$ cat src/rtl/gbc_grid_mem.sv
`default_nettype none
module gbc_grid_mem #(
  parameter int DEPTH  = 256,
  parameter int AW     = (DEPTH > 1) ? $clog2(DEPTH) : 1,
  parameter int DW     = 17
) (
  input  wire logic          clk,
  input  wire logic          we,
  input  wire logic [AW-1:0] waddr,
  input  wire logic [DW-1:0] wdata,
  input  wire logic          re,
  input  wire logic [AW-1:0] raddr,
  output logic      [DW-1:0] rdata
);

  logic [DW-1:0] mem [DEPTH];

  // one write port, one registered read port
  always_ff @(posedge clk) begin
    if (we) begin
      mem[waddr] <= wdata;
    end
    if (re) begin
      rdata <= mem[raddr];
    end
  end

endmodule
`default_nettype wire

$ cat config.mk
export PLATFORM = sky130hd
export DESIGN_NAME = gbc_grid_mem
export DESIGN_NICKNAME = d
export VERILOG_FILES = /design/src/rtl/gbc_grid_mem.sv
export SDC_FILE = /design/constraint.sdc
export NUM_CORES = 2
export LEC_CHECK = 0
export BUFFER_PORTS_ARGS = -buffer_cell sky130_fd_sc_hd__buf_4
export CAP_MARGIN = 20
export CORE_AREA = 2 2 700 702
export CTS_CLUSTER_SIZE = 30
export DETAILED_ROUTE_END_ITERATION = 16
export DIE_AREA = 0 0 702 704
export PLACE_DENSITY = 0.52
export SKIP_CTS_REPAIR_TIMING = 1
export SYNTH_ARGS = -nofsm -noshare
export SYNTH_HDL_FRONTEND = slang
export SYNTH_MEMORY_MAX_BITS = 65536
export SYNTH_SLANG_ARGS = --single-unit
$ cat constraint.sdc
create_clock -name clk -period 2.4 [get_ports clk]
set_input_delay 0.24 -clock clk [delete_from_list [all_inputs] [get_ports clk]]
set_output_delay 0.24 -clock clk [all_outputs]
set_load 0.03 [all_outputs]
; ---- After elaboration in Yosys (flattened, before gate mapping)
; Memories as Yosys holds them, arrays and structs flattened. A register that Yosys moved wholly into a read port is not among the register bits.
; Cells that the tools add are included.
[totals]
reg_bits = 0
mem_bits_rw = 4352
input_bits = 36
wordCells = 3
memories = 1
[classes]
muxes = 2
[mem_list]
columns = memory, depth, width, rd, rd_clocked_by_memory_dff, wr, line
row1 = mem, 256, 17, 1, 1, 1, 16  ; logic [DW-1:0] mem [DEPTH];
[ops]
columns = op, count
row1 = 1-bit two-way mux, 2

; ---- Depth between registers and ports, before layout
[logic_depth]
ltp_word = 2
mapped_depth = 13
ltp_nobuf = 7

; ---- Worst setup path before layout
; OpenSTA, ideal clock, no wires.
[synth_timing]
path_type = input port to flip-flop
start = input raddr[0]
end = register rdata[13] (read register of mem), data pin
arrival_time_ns = 2.292
required_time_ns = 2.144
slack_ns = -0.148
cell_stages = 9
path_buffers = 4
cell_sequence = buf_6 -> buf_12 -> buf_12 -> buf_2 -> mux4_2 -> mux4_2 -> a22oi_1 -> nand3_1 -> and4_1
[synth_lines]
columns = item, line
row1 = start: declaration, 12  ; input wire logic [AW-1:0] raddr,
row2 = end: declaration, 13  ; output logic [DW-1:0] rdata

==> flow_metrics.py <==
metrics = {
    "status": {
        "status": "complete, but fails checks",
        "violations": "hold timing, setup timing",
    },
    "routing": {
        "viasPerCell": 5.44,
        "wl_per_cell_um": 31.7,
        "ant_nets": 0,
        "vias": 86991,
        "drcViolationCount": 0,
        "drtIter0Drc": 11102,
        "drt-pass1-iter-count": 6,
        "wirelength_um": 507000,
    },
    "cells_and_area": {
        "fin_area_sq_mm": 0.205,
        "final_core_util_pct": 42.0,
        "drive_gt1_share_pct": 34.7,
        "nets": 9173,
        "area_growth_pct": 20.6,
        "finalNonFillerCells": 15982,
        "fillers": 42311,
    },
    "timing": {
        "max_freq_ghz": 0.360,
        "min_period_over_period_pct": 116,
        "setup_viol": 12,
        "finalClockSkew_ns": 0.0588,
        "tns_ns": -1.65,
        "hold_viol": 2,
        "rsz0062_at_grt": "true",
        "finalCriticalPeriod_ns": 2.78,
        "maxSlewHeadroom_pct": 26.3,
        "final_max_slew_viol_count": 0,
        "layout_setup_ws_ns": -0.376,
        "fin_hold_ws_ns": -0.00192,
        "worstMarginPinSlew_ns": 1.11,
    },
    "setup_path": {
        "start_kind": "flip-flop",
        "cp-end-kind": "flip-flop",
        "worstSetupPathType": "reg2reg",
        "required_ns": 3.21,
        "cp_max_fo": 2,
        "crit_arrival_ns": 3.59,
    },
    "logic_synthesis": {
        "synth_edf_count": 4369,
        "ys_seq_area_share_pct": 77.2,
        "yosysWarnings": 0,
        "yosysTopAreaCellShare_pct": 77.2,
        "syn-instance-count": 7797,
        "synth-async-reset-ratio_pct": 0,
        "syn_avg_cell_area_sq_um": 21.8,
        "ys_seq_elements": 4369,
        "synthTopCellsByCount": "4369 x edfxtp_1, 897 x mux4_2, 509 x mux2i_1",
        "ys_top_cells_by_area": "edfxtp_1 77%, mux4_2 12%, mux2i_1 3.0%, nor2_1 0.74%, mux4_1 0.71%",
        "netlist_area_sq_mm": 0.170,
        "synth.largest_area_cell": "edfxtp_1",
        "syn_nets": 7833,
        "yosysUniqueCellTypes": 73,
        "synth_ff_type": "edfxtp_1",
        "yosysMostFrequentCell": "edfxtp_1",
    },
    "clock_tree": {
        "clockBufferDepth": 4,
        "cts_max_level": 5,
        "numCtsBuffers": 438,
        "clock-root-buffer": "clkbuf_16",
        "cts_sinks": 4369,
        "cts_tree": "built",
        "cts.clk_slew.worst_paths_ns": 0.06,
        "clk_latency_ns": 1.05,
    },
    "global_route": {
        "grt_pass1_vias": 87635,
        "grt_usage_pct": 20.1,
        "antenna_found_initial": 41,
        "grt_util_met1_pct": 28.3,
        "busiest_layer": "met2",
        "met2_usage_pct": 31.9,
        "grt_start_max_net_pins": 99,
        "met3_usage_pct": 3.90,
        "grt_pass1_wl_um": 702000,
        "grt_overflow_total": 0,
    },
    "floorplanning": {
        "initial_utilization_pct": 34.8,
        "dieArea_sq_mm": 0.494,
        "placementRows": 257,
        "die_w_um": 702,
        "die_y_um": 704,
        "ios": 53,
        "core-area_sq_mm": 0.487,
    },
    "power_and_ir_drop": {
        "total_power_mw": 163,
        "leakage_nw": 66.0,
        "cellPowerDensity_mw_per_mm2": 796,
        "ir_drop_mv": 0.734,
    },
    "place": {
        "pre_cts_slack_ns": -1.59,
        "gp_congestion": 0.914,
        "dp.cells": 15156,
        "placement.cell_area_sq_mm": 0.189,
        "dpl.hpwl_um": 323000,
        "numPortBuffers": 52,
    },
    "run": {
        "max_cap_viol_count": 0,
    },
    "hold_path": {
        "hold_class": "in2reg",
    },
}
## layout make-up
| cell class | instances | area [sq um] | share of cell area, % |
|---|---|---|---|
| clock inverter | 288 | 3050 | 1.49 |
| sequential | 4369 | 131000 | 64.0 |
| clock buffer | 512 | 11300 | 5.51 |
| multi-input combinational | 2957 | 36600 | 17.9 |
| timing repair buffer | 1366 | 14500 | 7.10 |
| inverter | 5 | 32.5 | 0.0159 |
| tap | 6475 | 8100 | 3.95 |
| antenna | 10 | 25.0 | 0.0122 |
## flip-flops by register name (all words and copies together), names as in the netlist
name	count
mem	4352
rdata	17
## layer usage
layer  wire (um)  vias to the layer above
li1            -                    35727
met1      212000                    47120
met2      239000                     3455
met3       40300                      667
met4       15000                       22
met5         143                        -
## power breakdown
group	total (mW)	switching (mW)	leakage, nW	internal, mW
combinational	9.96	6.05	19.7	3.92
sequential	84.3	0.173	39.3	84.1
clock	68.7	29.5	7.01	39.2
## worst max-delay path, cell delays in order, from the launching register on
cell	delay, ns
edfxtp_1	0.32
mux2i_1	0.07
o22ai_1	0.40
o22ai_4	0.17
a211oi_4	0.42
and3_1	0.23
buf_4	0.13
nand4_1	0.32
buf_4	0.28
a311oi_2	0.21
## cell families after synthesis
| kind of cell | after synthesis | synth area share, % |
|---|---|---|
| and+or+nand+nor | 836 | 2.19 |
| buffers and inverters | 471 | 2.14 |
| muxes | 1472 | 15.7 |
| DFF | 4369 | 77.2 |
| AOI/OAI and AO/OA | 649 | 2.70 |
## path summary, 6_finish.rpt
| kind | depth (start not counted) | to | slack (ns) | from |
|---|---|---|---|---|
| worst max-delay path | 9 | rdata[0] | -0.38 | mem[203][0] |
| worst min-delay path | 4 | mem[216][15] | -0.002 | waddr[7] |
| worst max register to register | 9 | rdata[0] | -0.38 | mem[203][0] |
| worst min register to register | 6 | rdata[5] | 1.20 | mem[130][5] |
## placed cells by master, fill, tap and decap left out, drive strengths merged, types with 15 or more instances in the layout
cell and instances:
o311ai 15, a22oi 33, dlygate4sd3 22, clkinv 214, nand2 216, clkbuf 513
o22ai 186, buf 1343, nand3 65, bufinv 52, nor3 109, mux2i 509
nand4 21, edfxtp 4369, a21oi 108, a211oi 17, mux2 20, mux4 943
inv 17, nor2 333, nor4 16, o221ai 136, o21ai 46
Note: power is estimated with default switching activity, not from simulation.
