<file path="src/rtl/gbc_pkg.sv">
`default_nettype none
package gbc_pkg;

  // payload widths
  localparam int SCORE_W  = 17;
  localparam int SIZE_W   = 5;
  localparam int OIDX_W   = 4;
  localparam int TIE_W    = 9;
  localparam int NSUM_W   = 19;
  localparam int NCNT_W   = 3;
  localparam int PROD_W   = NSUM_W + NCNT_W;
  localparam int CFG_IDX_W = 1;

  localparam logic [SCORE_W-1:0] SCORE_ONE = 17'd65536;

  // configuration register indexes
  localparam logic [CFG_IDX_W-1:0] CFG_NUM_GAMMA = 1'd0;
  localparam logic [CFG_IDX_W-1:0] CFG_NUM_C     = 1'd1;

  // reset sizes
  localparam logic [SIZE_W-1:0] NUM_GAMMA_RST = 5'd10;
  localparam logic [SIZE_W-1:0] NUM_C_RST     = 5'd11;

  // control from the sequencer to the tie ranking unit
  typedef struct packed {
    logic init;
    logic clear;
    logic acc;
    logic cmp;
  } rank_ctl_t;

endpackage
`default_nettype wire

</file>
<file path="src/rtl/gbc_rank.sv">
`default_nettype none
module gbc_rank (
  input  wire logic                       clk,
  input  wire logic                       rst_n,
  input  wire gbc_pkg::rank_ctl_t         ctl,
  input  wire logic [gbc_pkg::SCORE_W-1:0] rd_data,
  output logic                            take
);
  import gbc_pkg::*;

  logic [NSUM_W-1:0] cand_sum_r, cand_sum_nxt;
  logic [NCNT_W-1:0] cand_cnt_r, cand_cnt_nxt;
  logic [NSUM_W-1:0] best_sum_r, best_sum_nxt;
  logic [NCNT_W-1:0] best_cnt_r, best_cnt_nxt;
  logic              have_r, have_nxt;
  logic [PROD_W-1:0] lhs, rhs;

  // exact mean compare by cross-multiplication
  assign lhs  = PROD_W'(cand_sum_r) * PROD_W'(best_cnt_r);
  assign rhs  = PROD_W'(best_sum_r) * PROD_W'(cand_cnt_r);
  assign take = !have_r || (lhs > rhs) || ((lhs == rhs) && (cand_cnt_r >= best_cnt_r));

  // candidate accumulation and best update
  always_comb begin
    cand_sum_nxt = cand_sum_r;
    cand_cnt_nxt = cand_cnt_r;
    best_sum_nxt = best_sum_r;
    best_cnt_nxt = best_cnt_r;
    have_nxt     = have_r;
    if (ctl.init) begin
      have_nxt = 1'b0;
    end
    if (ctl.clear) begin
      cand_sum_nxt = '0;
      cand_cnt_nxt = '0;
    end else if (ctl.acc) begin
      cand_sum_nxt = cand_sum_r + NSUM_W'(rd_data);
      cand_cnt_nxt = cand_cnt_r + NCNT_W'(1);
    end
    if (ctl.cmp && take) begin
      best_sum_nxt = cand_sum_r;
      best_cnt_nxt = cand_cnt_r;
      have_nxt     = 1'b1;
    end
  end

  always_ff @(posedge clk) begin
    if (!rst_n) begin
      have_r <= 1'b0;
    end else begin
      have_r <= have_nxt;
    end
    cand_sum_r <= cand_sum_nxt;
    cand_cnt_r <= cand_cnt_nxt;
    best_sum_r <= best_sum_nxt;
    best_cnt_r <= best_cnt_nxt;
  end

endmodule
`default_nettype wire

</file>
<file path="config.mk">
export PLATFORM = sky130hd
export DESIGN_NAME = gbc_rank
export DESIGN_NICKNAME = d
export VERILOG_FILES = /design/src/rtl/gbc_pkg.sv /design/src/rtl/gbc_rank.sv
export SDC_FILE = /design/constraint.sdc
export NUM_CORES = 1
export LEC_CHECK = 0
export CAP_MARGIN = 10
export CORE_MARGIN = 2
export CORE_UTILIZATION = 63
export CTS_CLUSTER_SIZE = 20
export DETAILED_ROUTE_END_ITERATION = 7
export DONT_BUFFER_PORTS = 1
export PLACE_DENSITY = 0.88
export SLEW_MARGIN = 30
export SYNTH_ARGS = -nofsm -noshare
export SYNTH_HDL_FRONTEND = slang
export SYNTH_SLANG_ARGS = --single-unit
</file>
<file path="constraint.sdc">
create_clock -name clk -period 12 [get_ports clk]
set_clock_uncertainty 0.2 [all_clocks]
set_input_delay 1.8 -clock clk [delete_from_list [all_inputs] [get_ports clk]]
set_output_delay 1.8 -clock clk [all_outputs]
set_load 0.02 [all_outputs]
</file>
* Word level (Yosys, flattened, before mapping) *
Cells that the tools add are included.

word-level totals
  output and inout bits = 1
  word-level logic and storage cells = 20
  bits of input ports = 23
  bits in registers = 45

operators by class
  eq/ne operators = 1
  add/subtract/negate cells = 2
  mux-type cells = 2
  multiply operators = 2
  magnitude comparators = 2
  reductions and logical operators = 6

operators by type and width
  operator                                      count
  multiplier 19 x 3 -> 22 bit                   2
  == test 22 bit                                1
  greater-than comparator 22 bit                1
  adder 19 x 17 -> 19 bit                       1
  adder 3 x 1 -> 3 bit (second input constant)  1
  greater-or-equal comparator 3 bit             1
  logical AND 1 bit                             2
  logical OR 1 bit                              2
  2-to-1 mux 1 bit                              2
  nonzero test 2 bit                            1
  zero test 1 bit                               1

* Logic depth before layout (Yosys ltp) *
  depth in word-level cells = 6
  gate-level depth with buffers = 22
  mapped depth without buffers = 21

* Worst setup path before layout *
OpenSTA, ideal clock, no wires.

  path kind = register to output
  start = register cand_cnt_r[2]
  end = output take
  buffers on the path = 2
  arrival = 4.508 ns
  cell stages (with the launch flop) = 22
  required time = 10.000 ns
  slack = 5.492 ns
  cell sequence = dfxtp_1 -> clkbuf_1 -> clkbuf_1 -> nand2_1 -> fa_1 -> inv_1 -> ha_1 -> a2111oi_0 -> o21ai_0 -> o21ai_0 -> a21oi_1 -> o22ai_1 -> o21ai_1 -> xnor2_1 -> ha_1 -> nand4_1 -> or2_2 -> nor3_1 -> nand2_1 -> o2111ai_1 -> o22ai_1 -> inv_1

on the way
  longest elaborated chain between the ends = 4
  elaborated cells between the ends (all ways) = 7
  those cells by class = mul (1); order compare (2); eq/ne (1); reduce/logical (3)

ends and longest elaborated chain
  item                                                              line            source
  from (decl)                                                       gbc_rank.sv:12  logic [NCNT_W-1:0] cand_cnt_r, cand_cnt_nxt;
  from (signal assigned)                                            gbc_rank.sv:54  cand_cnt_r <= cand_cnt_nxt;
  multiplier 19 x 3 -> 22 bit                                       gbc_rank.sv:20  assign rhs = PROD_W'(best_sum_r) * PROD_W'(cand_cnt_r);
  greater-than comparator 22 bit or == test 22 bit (tied branches)  gbc_rank.sv:21  assign take = !have_r || (lhs > rhs) || ((lhs == rhs) && (cand_cnt_r >= best_cnt_r));
  logical OR 1 bit or logical AND 1 bit (tied branches)             gbc_rank.sv:21
  logical OR 1 bit *                                                gbc_rank.sv:21
  to (decl)                                                         gbc_rank.sv:7   output logic take

Every way passes the cells marked *; elsewhere a longest branch is shown, timed or not.

* Final worst setup path *
  start = register cand_cnt_r[1]
  end = output take

Same word-level chain as after synthesis.

==> results.txt <==
----------------------------------------------------
[CTS]
  Cell at the root of the clock tree ... sky130_fd_sc_hd__clkbuf_8
  Inserted Clock Buffers ... 5
  Worst-Skew Late Latency ... 300 ps
  CTS H-tree lvls ... 2
  Number of clock sinks seen by CTS ... 45
  Cts hold-fix bufs ... 0
  Clk buf depth ... 2
  Number of cells upsized or downsized after cts ... 0
  Post-CTS Setup Bufs ... 0
  TritonCTS clock tree ... yes
  Clock-pin slew on the worst setup and hold paths ... 90 ps

[Synth]
  Number of library cell types mapped by synthesis ... 55
  Most used flip-flop cell after synthesis ... sky130_fd_sc_hd__dfxtp_1
  EDFF count, synth ... 22
  Number of synthesis warnings ... 0
  Net count after synthesis ... 895
  Gate count of the mapped netlist ... 750
  Share of flip-flops with an asynchronous set or reset ... 0%
  Post-synthesis register bit count ... 45
  Post-Synthesis Cell Area ... 0.006028 mm2
  Share of synthesized area occupied by flip-flops and latches ... 18.60%
  Post-Synthesis Mean Instance Area ... 8.038 um2

[Pwr]
  Standby leakage power ... 0.003047 uW
  Worst-case vdd ir drop ... 0.07696 mV
  Power density normalized to cell area ... 108.5 mW/mm2

[STA]
  Worst-Margin Slew ... 821.7 ps
  Final setup TNS ... 0 ps
  Share of the clock period used by the worst path after layout ... 63.01%
  Final max-slew violation count ... 0
  Timing-limited maximum frequency ... 0.1322 GHz
  Worst hold slack ... 334.4 ps
  Crit path time final ... 7562 ps
  RSZ-0062 raised after global routing ... no
  Count of endpoints failing hold in the final timing report ... 0
  Max-slew headroom ... 45.15%
  Final setup viols ... 0

[Layout]
  Ratio of cells with drive above 1 in the final layout ... 2.024%
  Area grow syn2layout ... 3.591%
  Net total in the final layout ... 885
  Number of antenna cells inserted ... 0
  Number of filler instances in the final layout ... 729
  Most frequent standard cell in the layout excluding fill and tap cells ... sky130_fd_sc_hd__nand2_1
  Commonest cells after routing, fill and taps aside ... 133 x sky130_fd_sc_hd__nand2_1, 95 x sky130_fd_sc_hd__inv_1, 85 x sky130_fd_sc_hd__ha_1

[Status]
  Run status ... completed

[Drt]
  First-pass DRT Iterations ... 5
  Remaining routing DRC violations ... 0
  Total wirelength of the detailed-routed design ... 13,540 um
  Routed vias/inst ... 5.985
  Wirelength per Cell ... 15.57 um
  Number of nets still failing antenna checks after routing ... 0
  Vias post-DR ... 5,207
  Iteration-0 DRC Markers ... 315

[Critical path]
  WS Path Type ... flip-flop to output pin
  Critical path peak fanout ... 23
  Worst endpoint required time ... 10,000 ps
  Crit path capture type ... output pin
  Startpoint types ... flip-flop
  Data arrival, critical path ... 5560 ps

[Global route]
  Wire length of the first global-routing pass ... 22,780 um
  GRT Resource Usage Total ... 27.30%
  Pin count of the biggest net entering global routing ... 31
  Sum of overflow across all layers after global routing ... 0
  Antenna violations before repair ... 0
  Vias in the first global route ... 5,135

[Place]
  Last weighted congestion value of the routability-driven placer ... 0.9411
  Quantity of I/O buffers inserted on ports ... 0
  Detailed placer's ending HPWL ... 10,830 um

[Die]
  Height of the die ... 101.8 um
  Placeable core area ... 0.009284 mm2
  Effective utilization at floorplan ... 64.93%
  Placement Rows ... 35
  Die ar. ... 0.01037 mm2
  Width of the die ... 101.8 um
  Ports placed on the boundary ... 24

[Job]
  Number of max-cap violations ... 0

[Min path]
  Classification of the worst-slack hold path ... flip-flop to flip-flop

----------------------------------------------------
-- cell usage after synthesis (2+ instances only) --
cell                          n  area, um2
sky130_fd_sc_hd__mux2i_1      9      90.09
sky130_fd_sc_hd__nor2_1      44      165.2
sky130_fd_sc_hd__o2111ai_1    3      26.28
sky130_fd_sc_hd__edfxtp_1    22      660.6
sky130_fd_sc_hd__a211o_1      2      17.52
sky130_fd_sc_hd__clkbuf_1    15      56.30
sky130_fd_sc_hd__o21ai_0     37      185.2
sky130_fd_sc_hd__nand3_1      7      35.03
sky130_fd_sc_hd__dfxtp_1     23      460.4
sky130_fd_sc_hd__xor2_1      15      131.4
sky130_fd_sc_hd__o22ai_1      4      25.02
sky130_fd_sc_hd__or2_2        2      12.51
sky130_fd_sc_hd__o211ai_1     5      37.54
sky130_fd_sc_hd__nand2_1    133      499.2
sky130_fd_sc_hd__fa_1        37      740.7
sky130_fd_sc_hd__o21bai_1     3      22.52
sky130_fd_sc_hd__nor3_1       8      40.04
sky130_fd_sc_hd__o21a_1       9      67.56
sky130_fd_sc_hd__a21o_1      20      150.1
sky130_fd_sc_hd__ha_1        85       1064
sky130_fd_sc_hd__or3_1        3      18.77
sky130_fd_sc_hd__nor3b_1      2      15.01
sky130_fd_sc_hd__nand4_1      6      37.54
sky130_fd_sc_hd__a21oi_1     48      240.2
sky130_fd_sc_hd__a31oi_1      5      31.28
sky130_fd_sc_hd__nor2b_1      6      37.54
sky130_fd_sc_hd__o311ai_0     2      17.52
sky130_fd_sc_hd__a2111oi_0    3      26.28
sky130_fd_sc_hd__and2_1      11      68.82
sky130_fd_sc_hd__xnor2_1     28      245.2
sky130_fd_sc_hd__buf_1        2      7.510
sky130_fd_sc_hd__o31ai_1      2      15.01
sky130_fd_sc_hd__a21boi_0     3      22.52
sky130_fd_sc_hd__inv_1       95      356.6
sky130_fd_sc_hd__a211oi_1    12      90.09
sky130_fd_sc_hd__and3_1       4      25.02
sky130_fd_sc_hd__nand2b_1    17      106.4
-- registers in the layout (all words and copies together) (netlist names) --
signal      flops
best_sum_r     19
cand_sum_r     19
best_cnt_r      3
cand_cnt_r      3
have_r          1
-- worst paths after layout --
| kind | start | to | slack [ps] | cells past startpoint |
|---|---|---|---|---|
| max reg2reg | cand_cnt_r[1] | best_sum_r[6] | 5780 | 19 |
| max | cand_cnt_r[1] | take | 4440 | 19 |
| min reg2reg | have_r | have_r | 330 | 2 |
| min | have_r | have_r | 330 | 2 |
-- through the flow --
step	instance area, um2	utilization (%)	power [uW]	setup WS [ps]	cells
final	6245	67.26	677.7	4438	870
after floorplan	6028	-	476.2	5492	750
after CTS	6245	67.26	674.4	4468	870
after global placement	6128	66.01	540.2	5135	862
after global routing	6245	67.26	729.4	4033	870
after detailed placement	6133	66.06	560.5	4840	862
-- power by group --
group	internal (uW)	switching (uW)	leakage (uW)
Clock	59.6	52.0	0.0000566
Combinational	137	189	0.00258
Sequential	193	47.0	0.000411
Total	389	288	0.00305
-- worst max-delay path, cell delays in order (launching register included) --
cell                        delay (ps)
sky130_fd_sc_hd__dfxtp_1           860
sky130_fd_sc_hd__nand2_1           200
sky130_fd_sc_hd__fa_1              610
sky130_fd_sc_hd__inv_1              60
sky130_fd_sc_hd__ha_1              300
sky130_fd_sc_hd__a211o_1           330
sky130_fd_sc_hd__a211oi_1          330
sky130_fd_sc_hd__or3_1             220
sky130_fd_sc_hd__a21oi_1            80
sky130_fd_sc_hd__o22ai_1           260
sky130_fd_sc_hd__o21ai_1           140
sky130_fd_sc_hd__xnor2_1           160
sky130_fd_sc_hd__ha_1              300
sky130_fd_sc_hd__nand4_1           120
sky130_fd_sc_hd__or2_2             330
sky130_fd_sc_hd__nor3_1            290
sky130_fd_sc_hd__nand2_1           110
sky130_fd_sc_hd__o2111ai_1         200
sky130_fd_sc_hd__o22ai_1           170
sky130_fd_sc_hd__inv_1             190
-- cells by family after synthesis --
kind of cell | after synthesis | share of synthesized area, %
flip-flops | 45 | 18.60
adder cells (fa/ha/maj) | 122 | 29.93
AND/OR/NAND/NOR | 248 | 18.35
AO/OA/AOI/OAI | 170 | 18.22
XOR/XNOR | 43 | 6.248
multiplexers | 10 | 1.681
buffers and inverters | 112 | 6.974
-- layer usage --
| metal | wire length (um) | vias up | global-route usage (%) | part of all wire, % |
|---|---|---|---|---|
| met2 | 6406 | 183 | 46.86 | 47 |
| li1 | - | 2536 | - | - |
| met1 | 5968 | 2457 | 36.73 | 44 |
| met5 | 0 | - | 0 | 0 |
| met3 | 826 | 31 | 3.078 | 6.1 |
| met4 | 342 | 0 | 7.692 | 2.5 |
-- area by class of cell --
type                    count  area, um2  share of cell area, %
well taps                 129      161.4                  2.585
clock buffers               8      111.4                  1.783
flip-flops and latches     45       1121                  17.95
multi-input cells         593       4494                  71.97
inverters                  95      356.6                  5.710
Power figures use the tool's default switching activity.
